===== config.mk =====
export PLATFORM = sky130hd
export DESIGN_NAME = k_way_word_merge_core
export DESIGN_NICKNAME = d
export VERILOG_FILES = /design/src/design/kwm_pkg.sv /design/src/design/kwm_ram.sv /design/src/design/kwm_front.sv /design/src/design/kwm_back.sv /design/src/design/k_way_word_merge_core.sv
export SDC_FILE = /design/constraint.sdc
export NUM_CORES = 2
export LEC_CHECK = 0
export BUFFER_PORTS_ARGS = -buffer_cell sky130_fd_sc_hd__buf_4
export CORE_MARGIN = 8
export CORE_UTILIZATION = 35
export CTS_BUF_LIST = sky130_fd_sc_hd__clkbuf_4
export DETAILED_ROUTE_END_ITERATION = 10
export PLACE_DENSITY = 0.5
export SLEW_MARGIN = 15
export SYNTH_ARGS = -nofsm -noshare
export SYNTH_HDL_FRONTEND = slang
export SYNTH_HIERARCHICAL = 1
export SYNTH_SLANG_ARGS = --single-unit

===== constraint.sdc =====
create_clock -name clk -period 13.8 [get_ports clk]
set_clock_uncertainty 0.05 [all_clocks]
set_input_delay 1.38 -clock clk [delete_from_list [all_inputs] [get_ports clk]]
set_output_delay 1.38 -clock clk [all_outputs]
set_load 0.01 [all_outputs]

===== src/design/kwm_pkg.sv =====
package kwm_pkg;

  localparam int LANES        = 13;
  localparam int MAX_WORD_LEN = 15;
  localparam int LANE_W       = 4;
  localparam int LEN_W        = 4;
  localparam int RAM_DEPTH    = 16;
  localparam int HALF         = (LANES + 1) / 2;

  localparam logic [1:0] FUNC_CHAR  = 2'd0;
  localparam logic [1:0] FUNC_LAST  = 2'd1;
  localparam logic [1:0] FUNC_EXH   = 2'd2;
  localparam logic [1:0] FUNC_UNDEF = 2'd3;

  localparam logic [LANES-1:0] ALL_LANES = {LANES{1'b1}};

  typedef struct packed {
    logic [1:0] func;
    logic [3:0] lane;
    logic [7:0] char_code;
  } in_req_t;

  typedef struct packed {
    logic [3:0] out_lane;
    logic [7:0] out_char;
    logic       word_last;
    logic       all_done;
    logic       error;
  } out_res_t;

  typedef struct packed {
    in_req_t req;
    logic    bad;
  } q_entry_t;

  function automatic logic [LANE_W-1:0] lowest_lane(input logic [LANES-1:0] m);
    logic [LANE_W-1:0] r;
    r = '0;
    for (int i = LANES - 1; i >= 0; i--) begin
      if (m[i]) r = LANE_W'(i);
    end
    return r;
  endfunction

endpackage


===== src/design/kwm_ram.sv =====
module kwm_ram #(
  parameter int WIDTH = 8,
  parameter int DEPTH = 16
) (
  input  logic                     clk,
  input  logic                     we,
  input  logic [$clog2(DEPTH)-1:0] waddr,
  input  logic [WIDTH-1:0]         wdata,
  input  logic [$clog2(DEPTH)-1:0] raddr,
  output logic [WIDTH-1:0]         rdata
);

  logic [WIDTH-1:0] mem [DEPTH];

  always_ff @(posedge clk) begin
    if (we) mem[waddr] <= wdata;
    rdata <= mem[raddr];
  end

endmodule


===== src/design/kwm_front.sv =====
module kwm_front (
  input  logic              clk,
  input  logic              rst_n,
  input  logic              in_valid,
  output logic              in_stall,
  input  kwm_pkg::in_req_t  in_data,
  output logic              q_valid,
  output kwm_pkg::q_entry_t q_head,
  input  logic              q_pop
);

  // Two-entry request queue; requests are flagged as malformed on entry.
  kwm_pkg::q_entry_t ent_r [2];
  logic              rd_ptr_r, wr_ptr_r;
  logic [1:0]        cnt_r;
  logic              push;
  kwm_pkg::q_entry_t new_ent;

  assign in_stall = (cnt_r == 2'd2);
  assign push     = in_valid && !in_stall;
  assign q_valid  = (cnt_r != 2'd0);
  assign q_head   = ent_r[rd_ptr_r];

  always_comb begin
    new_ent.req = in_data;
    new_ent.bad = (in_data.lane >= 4'(kwm_pkg::LANES))
                  || (in_data.func == kwm_pkg::FUNC_UNDEF);
  end

  always_ff @(posedge clk) begin
    if (!rst_n) begin
      rd_ptr_r <= 1'b0;
      wr_ptr_r <= 1'b0;
      cnt_r    <= 2'd0;
    end else begin
      if (push) wr_ptr_r <= !wr_ptr_r;
      if (q_pop) rd_ptr_r <= !rd_ptr_r;
      if (push && !q_pop) cnt_r <= cnt_r + 2'd1;
      else if (!push && q_pop) cnt_r <= cnt_r - 2'd1;
    end
  end

  always_ff @(posedge clk) begin
    if (push) ent_r[wr_ptr_r] <= new_ent;
  end

endmodule


===== src/design/kwm_back.sv =====
module kwm_back (
  input  logic              clk,
  input  logic              rst_n,
  input  logic [3:0]        key_offset,
  input  logic              q_valid,
  input  kwm_pkg::q_entry_t q_head,
  output logic              q_pop,
  output logic              out_valid,
  input  logic              out_stall,
  output kwm_pkg::out_res_t out_data
);

  localparam logic [2:0] S_IDLE  = 3'd0;
  localparam logic [2:0] S_CHECK = 3'd1;
  localparam logic [2:0] S_RD    = 3'd2;
  localparam logic [2:0] S_MIN   = 3'd3;
  localparam logic [2:0] S_FLT   = 3'd4;
  localparam logic [2:0] S_EMRD  = 3'd5;
  localparam logic [2:0] S_EMWR  = 3'd6;
  localparam logic [2:0] S_STAT  = 3'd7;

  localparam int LN = kwm_pkg::LANES;
  localparam int HF = kwm_pkg::HALF;

  logic [2:0]                       st_r;
  logic [kwm_pkg::LEN_W-1:0]        len_r [LN];
  logic [LN-1:0]                    comp_r, exh_r, cand_r;
  logic                             fin_r, err_r;
  logic [3:0]                       p_r;
  logic [kwm_pkg::LEN_W-1:0]        e_r;
  logic [kwm_pkg::LANE_W-1:0]       best_r;
  logic [7:0]                       min_lo_r, min_hi_r;
  logic                             out_valid_r;
  kwm_pkg::out_res_t                out_r;

  logic [7:0]                       rd_q [LN];
  logic [3:0]                       raddr;
  logic                             wr_en;
  logic [kwm_pkg::LANE_W-1:0]       wr_lane;
  logic [kwm_pkg::LEN_W-1:0]        wr_addr;
  logic                             slot_free;
  logic                             out_load;

  kwm_pkg::in_req_t                 req;
  logic [LN-1:0]                    ended, eqm, nmask;
  logic [7:0]                       lo_c, hi_c, mn;

  assign req       = q_head.req;
  assign slot_free = !out_valid_r || !out_stall;
  assign out_load  = slot_free && ((st_r == S_EMWR) || (st_r == S_STAT));
  assign out_valid = out_valid_r;
  assign out_data  = out_r;
  assign q_pop     = (st_r == S_IDLE) && q_valid;
  assign raddr     = (st_r == S_EMRD || st_r == S_EMWR) ? e_r : p_r;
  assign wr_lane   = req.lane;
  assign wr_addr   = len_r[req.lane];
  assign wr_en     = q_pop && !q_head.bad && !comp_r[req.lane] && !exh_r[req.lane]
                     && (req.func != kwm_pkg::FUNC_EXH)
                     && (len_r[req.lane] < kwm_pkg::LEN_W'(kwm_pkg::MAX_WORD_LEN));

  for (genvar g = 0; g < LN; g++) begin : g_lane
    kwm_ram #(.WIDTH(8), .DEPTH(kwm_pkg::RAM_DEPTH)) u_ram (
      .clk   (clk),
      .we    (wr_en && (wr_lane == kwm_pkg::LANE_W'(g))),
      .waddr (wr_addr),
      .wdata (req.char_code),
      .raddr (raddr),
      .rdata (rd_q[g])
    );
  end

  always_comb begin
    lo_c = 8'hff;
    hi_c = 8'hff;
    for (int i = 0; i < HF; i++) begin
      if (cand_r[i] && rd_q[i] < lo_c) lo_c = rd_q[i];
    end
    for (int i = HF; i < LN; i++) begin
      if (cand_r[i] && rd_q[i] < hi_c) hi_c = rd_q[i];
    end
    mn = (min_lo_r <= min_hi_r) ? min_lo_r : min_hi_r;
    for (int i = 0; i < LN; i++) begin
      ended[i] = cand_r[i] && (len_r[i] <= p_r);
      eqm[i]   = (rd_q[i] == mn);
    end
    nmask = cand_r & eqm;
  end

  always_ff @(posedge clk) begin
    if (!rst_n) begin
      st_r        <= S_IDLE;
      comp_r      <= '0;
      exh_r       <= '0;
      fin_r       <= 1'b0;
      out_valid_r <= 1'b0;
      for (int i = 0; i < LN; i++) len_r[i] <= '0;
    end else begin
      if (out_load) out_valid_r <= 1'b1;
      else if (!out_stall) out_valid_r <= 1'b0;
      case (st_r)
        S_IDLE: begin
          if (q_valid) begin
            st_r  <= S_CHECK;
            err_r <= q_head.bad || comp_r[req.lane] || exh_r[req.lane]
                     || ((req.func == kwm_pkg::FUNC_EXH) ? (len_r[req.lane] != '0)
                                                         : !wr_en);
            if (q_head.bad || comp_r[req.lane] || exh_r[req.lane]) begin
              // Rejected request: nothing changes.
            end else if (req.func == kwm_pkg::FUNC_EXH) begin
              if (len_r[req.lane] == '0) exh_r[req.lane] <= 1'b1;
            end else begin
              if (wr_en) len_r[req.lane] <= len_r[req.lane] + 1'b1;
              if (req.func == kwm_pkg::FUNC_LAST) comp_r[req.lane] <= 1'b1;
            end
          end
        end
        S_CHECK: begin
          if (!fin_r && ((comp_r | exh_r) == kwm_pkg::ALL_LANES) && (comp_r != '0)) begin
            p_r    <= key_offset;
            cand_r <= comp_r;
            st_r   <= S_RD;
          end else if (!fin_r && (exh_r == kwm_pkg::ALL_LANES)) begin
            fin_r <= 1'b1;
            st_r  <= S_STAT;
          end else if (err_r) begin
            st_r <= S_STAT;
          end else begin
            st_r <= S_IDLE;
          end
        end
        S_RD: st_r <= S_MIN;
        S_MIN: begin
          if (ended != '0) begin
            best_r <= kwm_pkg::lowest_lane(ended);
            e_r    <= '0;
            st_r   <= S_EMRD;
          end else begin
            min_lo_r <= lo_c;
            min_hi_r <= hi_c;
            st_r     <= S_FLT;
          end
        end
        S_FLT: begin
          if ((nmask & (nmask - 1'b1)) == '0) begin
            best_r <= kwm_pkg::lowest_lane(nmask);
            e_r    <= '0;
            st_r   <= S_EMRD;
          end else begin
            cand_r <= nmask;
            p_r    <= p_r + 4'd1;
            st_r   <= S_RD;
          end
        end
        S_EMRD: st_r <= S_EMWR;
        S_EMWR: begin
          if (slot_free) begin
            out_r.out_lane  <= best_r;
            out_r.out_char  <= rd_q[best_r];
            out_r.word_last <= (e_r == len_r[best_r] - 1'b1);
            out_r.all_done  <= fin_r;
            out_r.error     <= err_r;
            if (e_r == len_r[best_r] - 1'b1) begin
              len_r[best_r]  <= '0;
              comp_r[best_r] <= 1'b0;
              st_r           <= S_IDLE;
            end else begin
              e_r  <= e_r + 1'b1;
              st_r <= S_EMRD;
            end
          end
        end
        S_STAT: begin
          if (slot_free) begin
            out_r.out_lane  <= '0;
            out_r.out_char  <= '0;
            out_r.word_last <= 1'b0;
            out_r.all_done  <= fin_r;
            out_r.error     <= err_r;
            st_r            <= S_IDLE;
          end
        end
        default: st_r <= S_IDLE;
      endcase
    end
  end

endmodule


===== src/design/k_way_word_merge_core.sv =====
// Channel   Direction  Handshake            Payload
// in_       input      in_valid / in_stall  kwm_pkg::in_req_t (func, lane, char_code)
// out_      output     out_valid/out_stall  kwm_pkg::out_res_t (lane, char, last, done, error)
// config    input      psel/penable/pwrite  key_offset at byte address 0
//
// In the back end an item passes through S_IDLE and S_CHECK when it emits nothing, and
// then through S_STAT with a status result. When a word is selected, each compared
// character position passes a lane memory read, a split minimum and a filter, and each
// emitted character a registered read of the winning lane memory and an output load.
// Reset is synchronous and active low; it clears lengths, flags and queues.
// The two-entry front queue takes requests until full while the back end waits on out_stall.
module k_way_word_merge_core (
  input  logic              clk,
  input  logic              rst_n,
  input  logic              in_valid,
  output logic              in_stall,
  input  kwm_pkg::in_req_t  in_data,
  output logic              out_valid,
  input  logic              out_stall,
  output kwm_pkg::out_res_t out_data,
  input  logic              psel,
  input  logic              penable,
  input  logic              pwrite,
  input  logic [2:0]        paddr,
  input  logic [31:0]       pwdata,
  output logic [31:0]       prdata,
  output logic              pready
);

  // The only register is the comparison start position.
  logic [3:0] key_offset_r;

  logic              q_valid;
  logic              q_pop;
  kwm_pkg::q_entry_t q_head;

  assign pready = 1'b1;
  assign prdata = (paddr[2] == 1'b0) ? {28'd0, key_offset_r} : 32'd0;

  always_ff @(posedge clk) begin
    if (!rst_n) begin
      key_offset_r <= 4'd2;
    end else if (psel && penable && pwrite && (paddr[2] == 1'b0)) begin
      key_offset_r <= pwdata[3:0];
    end
  end

  // The front end accepts requests and flags malformed ones.
  kwm_front u_front (
    .clk      (clk),
    .rst_n    (rst_n),
    .in_valid (in_valid),
    .in_stall (in_stall),
    .in_data  (in_data),
    .q_valid  (q_valid),
    .q_head   (q_head),
    .q_pop    (q_pop)
  );

  // The back end holds the head words, selects the least and streams it out.
  kwm_back u_back (
    .clk        (clk),
    .rst_n      (rst_n),
    .key_offset (key_offset_r),
    .q_valid    (q_valid),
    .q_head     (q_head),
    .q_pop      (q_pop),
    .out_valid  (out_valid),
    .out_stall  (out_stall),
    .out_data   (out_data)
  );

endmodule


==> results by group <==
Outcome
  • Run status: finished, final reports clean

Critical path
  • Setup crit start kind: flop
  • Critical Setup Path Class: reg2reg
  • Critical Path Max Stage Delay: 0.67 ns
  • Crit Path Max Fanout: 15
  • Worst EP required: 14.91 ns
  • Kind of end point of the critical path: flop
  • Crit path max-delay cell type: edfxtp_1
  • CP arrival: 13.09 ns
  • Critical path's most frequent cell: ha_1

Placed design
  • Final Wtd Congestion: 0.889
  • Placed cell area: 88500 um2
  • Final HPWL from detailed placement: 138000 um
  • IO Port Bufs: 46

Floorplan
  • Die X: 508 um
  • Top Ports: 106
  • Site row count: 180
  • Initial Util: 35.2%
  • Core area: 241000 um2
  • Die area: 258000 um2
  • Die H: 508 um

Global route
  • Initial antenna violation count: 3
  • Vias in the first global route: 48100
  • Largest net degree at the start of global routing: 130
  • Gr ovfl total: 0
  • Total global routing track utilization: 16.8%
  • Global-route wire length before repair: ~320000 um

STA
  • Period utilization: 86.8%
  • Pins Over Slew Limit: 0
  • Worst-Margin Slew: 1.17 ns
  • Setup TNS: 0 ns
  • Setup Viol. Count Final: 0
  • Min Tclk post-route: roughly 12 ns
  • Fmax: 83.5 MHz
  • Max_slew headroom: between 10% and 20%
  • RSZ-0062 raised after global routing: no
  • Final hold vios: 0

Detailed routing
  • DRC Markers: 0
  • 1st-pass router iterations: 6
  • Drt wl/cell: 25.0 um
  • Drt via density: approximately 5.4
  • Via Count: 47700
  • Final wirelength: 222000 um
  • Final ANT Viol Nets: 0
  • First DRT Iteration DRCs: 4037

Synthesis
  • Dominant cell type by area after synthesis: edfxtp_1
  • Synth area leaders: edfxtp_1 (64%), mux4_2 (7.9%), mux4_1 (5.6%)
  • Ys flop type: edfxtp_1
  • Gate Count Post-Synth: 4907
  • Most numerous cell in the Yosys netlist: edfxtp_1
  • Yosys top cell area share: 64.2%
  • Top post-synthesis cells by count: edfxtp_1 (1815), nor2_1 (360), mux4_2 (298)
  • Synth Register Bits: 1963
  • Synthesized cell area: between 80000 and 90000 um2
  • Ys async rst share: 0%
  • Distinct cells, synth: 96
  • Sequential area share after synthesis: about 68%
  • Mean post-synth cell area: between 15 and 20 um2
  • Synth warn: 6
  • Post-synth EDFFs: 1815

Run
  • Max-cap viol count: 0

Cells and area
  • Multi-input gate area: approximately 25000 um2
  • Sequential Area: 57500 um2
  • Final instance area: 94700 um2
  • Final Net Count: 5535
  • Filler Cell Count: 22100
  • Layout area overhead: 11.6%
  • Share of cells above drive strength 1: 22.7%

Power and ir drop
  • Leak: 32.0 nW
  • Peak VDD IR: ~0.18 mV
  • PwrDens: 149 nW/um2

Clock tree
  • Post CTS Setup Buffer Count: 0
  • CTS clk-pin slew, worst paths: around 0.070 ns
  • CTS tree: built
  • CTS Sinks: 1963
  • Max clock buf depth: 4
  • Cts bufs inserted: 496
  • Clock Root Buffer: clkbuf_4
  • Clock Latency Late Sink: 1.50 ns
  • H-tree depth: 5

Worst hold path
  • Hold/Removal Path Class: in2reg
critical path: cells and delay by family (launching register included):
family	cells	cell delay, ns
AO/OA/AOI/OAI	18	4.34
multiplexers	4	1.53
adder cells (fa/ha/maj)	6	1.51
flip-flops	1	0.67
buffers and inverters	3	0.18
AND/OR/NAND/NOR	15	3.48
state kept, by name, indices dropped and copies added, names as in the netlist, 2 cells and up, named ones only:
name / count
u_back/len_r: 64
u_back/out_data: 15
u_front/cnt_r: 2
u_back/p_r: 4
u_back/g_lane.u_ram/mem: 1664
u_back/e_r: 4
u_back/st_r: 3
key_offset_r: 4
u_back/best_r: 4
u_back/exh_r: 13
u_front/ent_r: 30
u_back/g_lane.u_ram/rdata: 104
u_back/min_lo_r: 8
u_back/cand_r: 13
u_back/comp_r: 13
u_back/min_hi_r: 8
cell type report:
| class | count | share of cell area (%) |
|---|---|---|
| timing repair buffer | 166 | 1.39 |
| multi-input combinational | 2577 | 26.9 |
| inverter | 140 | 0.555 |
| sequential | 1963 | 60.7 |
| antenna | 13 | 0.0343 |
| clock buffer | 719 | 5.70 |
| clock inverter | 116 | 0.583 |
| tap | 3185 | 4.21 |
power by group:
part | internal [W] | total (W) | switching [W]
Sequential | 0.00709 | 0.00722 | 0.000127
Combinational | 0.000552 | 0.00219 | 0.00164
Clock | 0.00242 | 0.00466 | 0.00224
layer usage:
metal  GRT usage (%)  up-vias  part of all wire (%)
met5               0        -                     0
met4            5.21        0                   2.5
met3            3.62      414                   6.2
met2            26.6     1665                    47
met1            23.2    24700                    45
li1                -    21000                     -
cells by family after synthesis:
family	Yosys count	synth area share (%)
compound gates	601	5.05
xor+xnor	118	1.22
fa+ha+maj	137	2.02
buf+inv	394	2.66
flops	1963	67.7
mux	600	15.1
other cells	2	0.00885
simple gates	1092	6.25
what timing repair did:
| action | CTS | global route |
|---|---|---|
| hold buffers | 18 | 0 |
| gates resized for setup | 0 | 0 |
| endpoints found under the setup margin | 0 | 0 |
| endpoints found under the hold margin | 34 | 0 |
metrics by stage:
| stage | util [%] | setup slack, ns | hold WS (ns) | std cells | total power, W |
|---|---|---|---|---|---|
| 2_1_floorplan | - | 3.09 | 0.377 | 4934 | 0.00859 |
| 3_3_place_gp | 36.8 | 1.97 | 0.410 | 8013 | 0.00952 |
| 3_5_place_dp | 36.8 | 1.82 | 0.424 | 8013 | 0.00956 |
| 4_1_cts | 39.3 | 1.88 | 0.0294 | 8866 | 0.0143 |
| 5_1_grt | 39.3 | 0.746 | 0.105 | 8873 | 0.0147 |
| 6_report | 39.3 | 1.82 | 0.246 | 8879 | 0.0141 |
cell usage in the layout (no fill, tap or decap), types with 82 or more instances in the layout:
| cell type | count |
|---|---|
| nor2_1 | 360 |
| o21ai_0 | 94 |
| a22oi_1 | 216 |
| inv_1 | 136 |
| edfxtp_1 | 1815 |
| clkinv_1 | 92 |
| dfxtp_1 | 148 |
| ha_1 | 135 |
| nor3_1 | 82 |
| mux4_2 | 294 |
| buf_4 | 146 |
| nand2_1 | 257 |
| mux4_1 | 182 |
| clkbuf_4 | 719 |
final timing paths:
check                    from                 end  slack, ns  cells after the start
max          u_back/cand_r[0]  u_back/min_lo_r[0]       1.82                     46
min                  in_valid    u_front/wr_ptr_r       0.25                      3
max reg2reg  u_back/cand_r[0]  u_back/min_lo_r[0]       1.82                     46
min reg2reg   key_offset_r[2]     key_offset_r[2]       0.43                      2
Note: power is estimated with default switching activity, not from simulation.
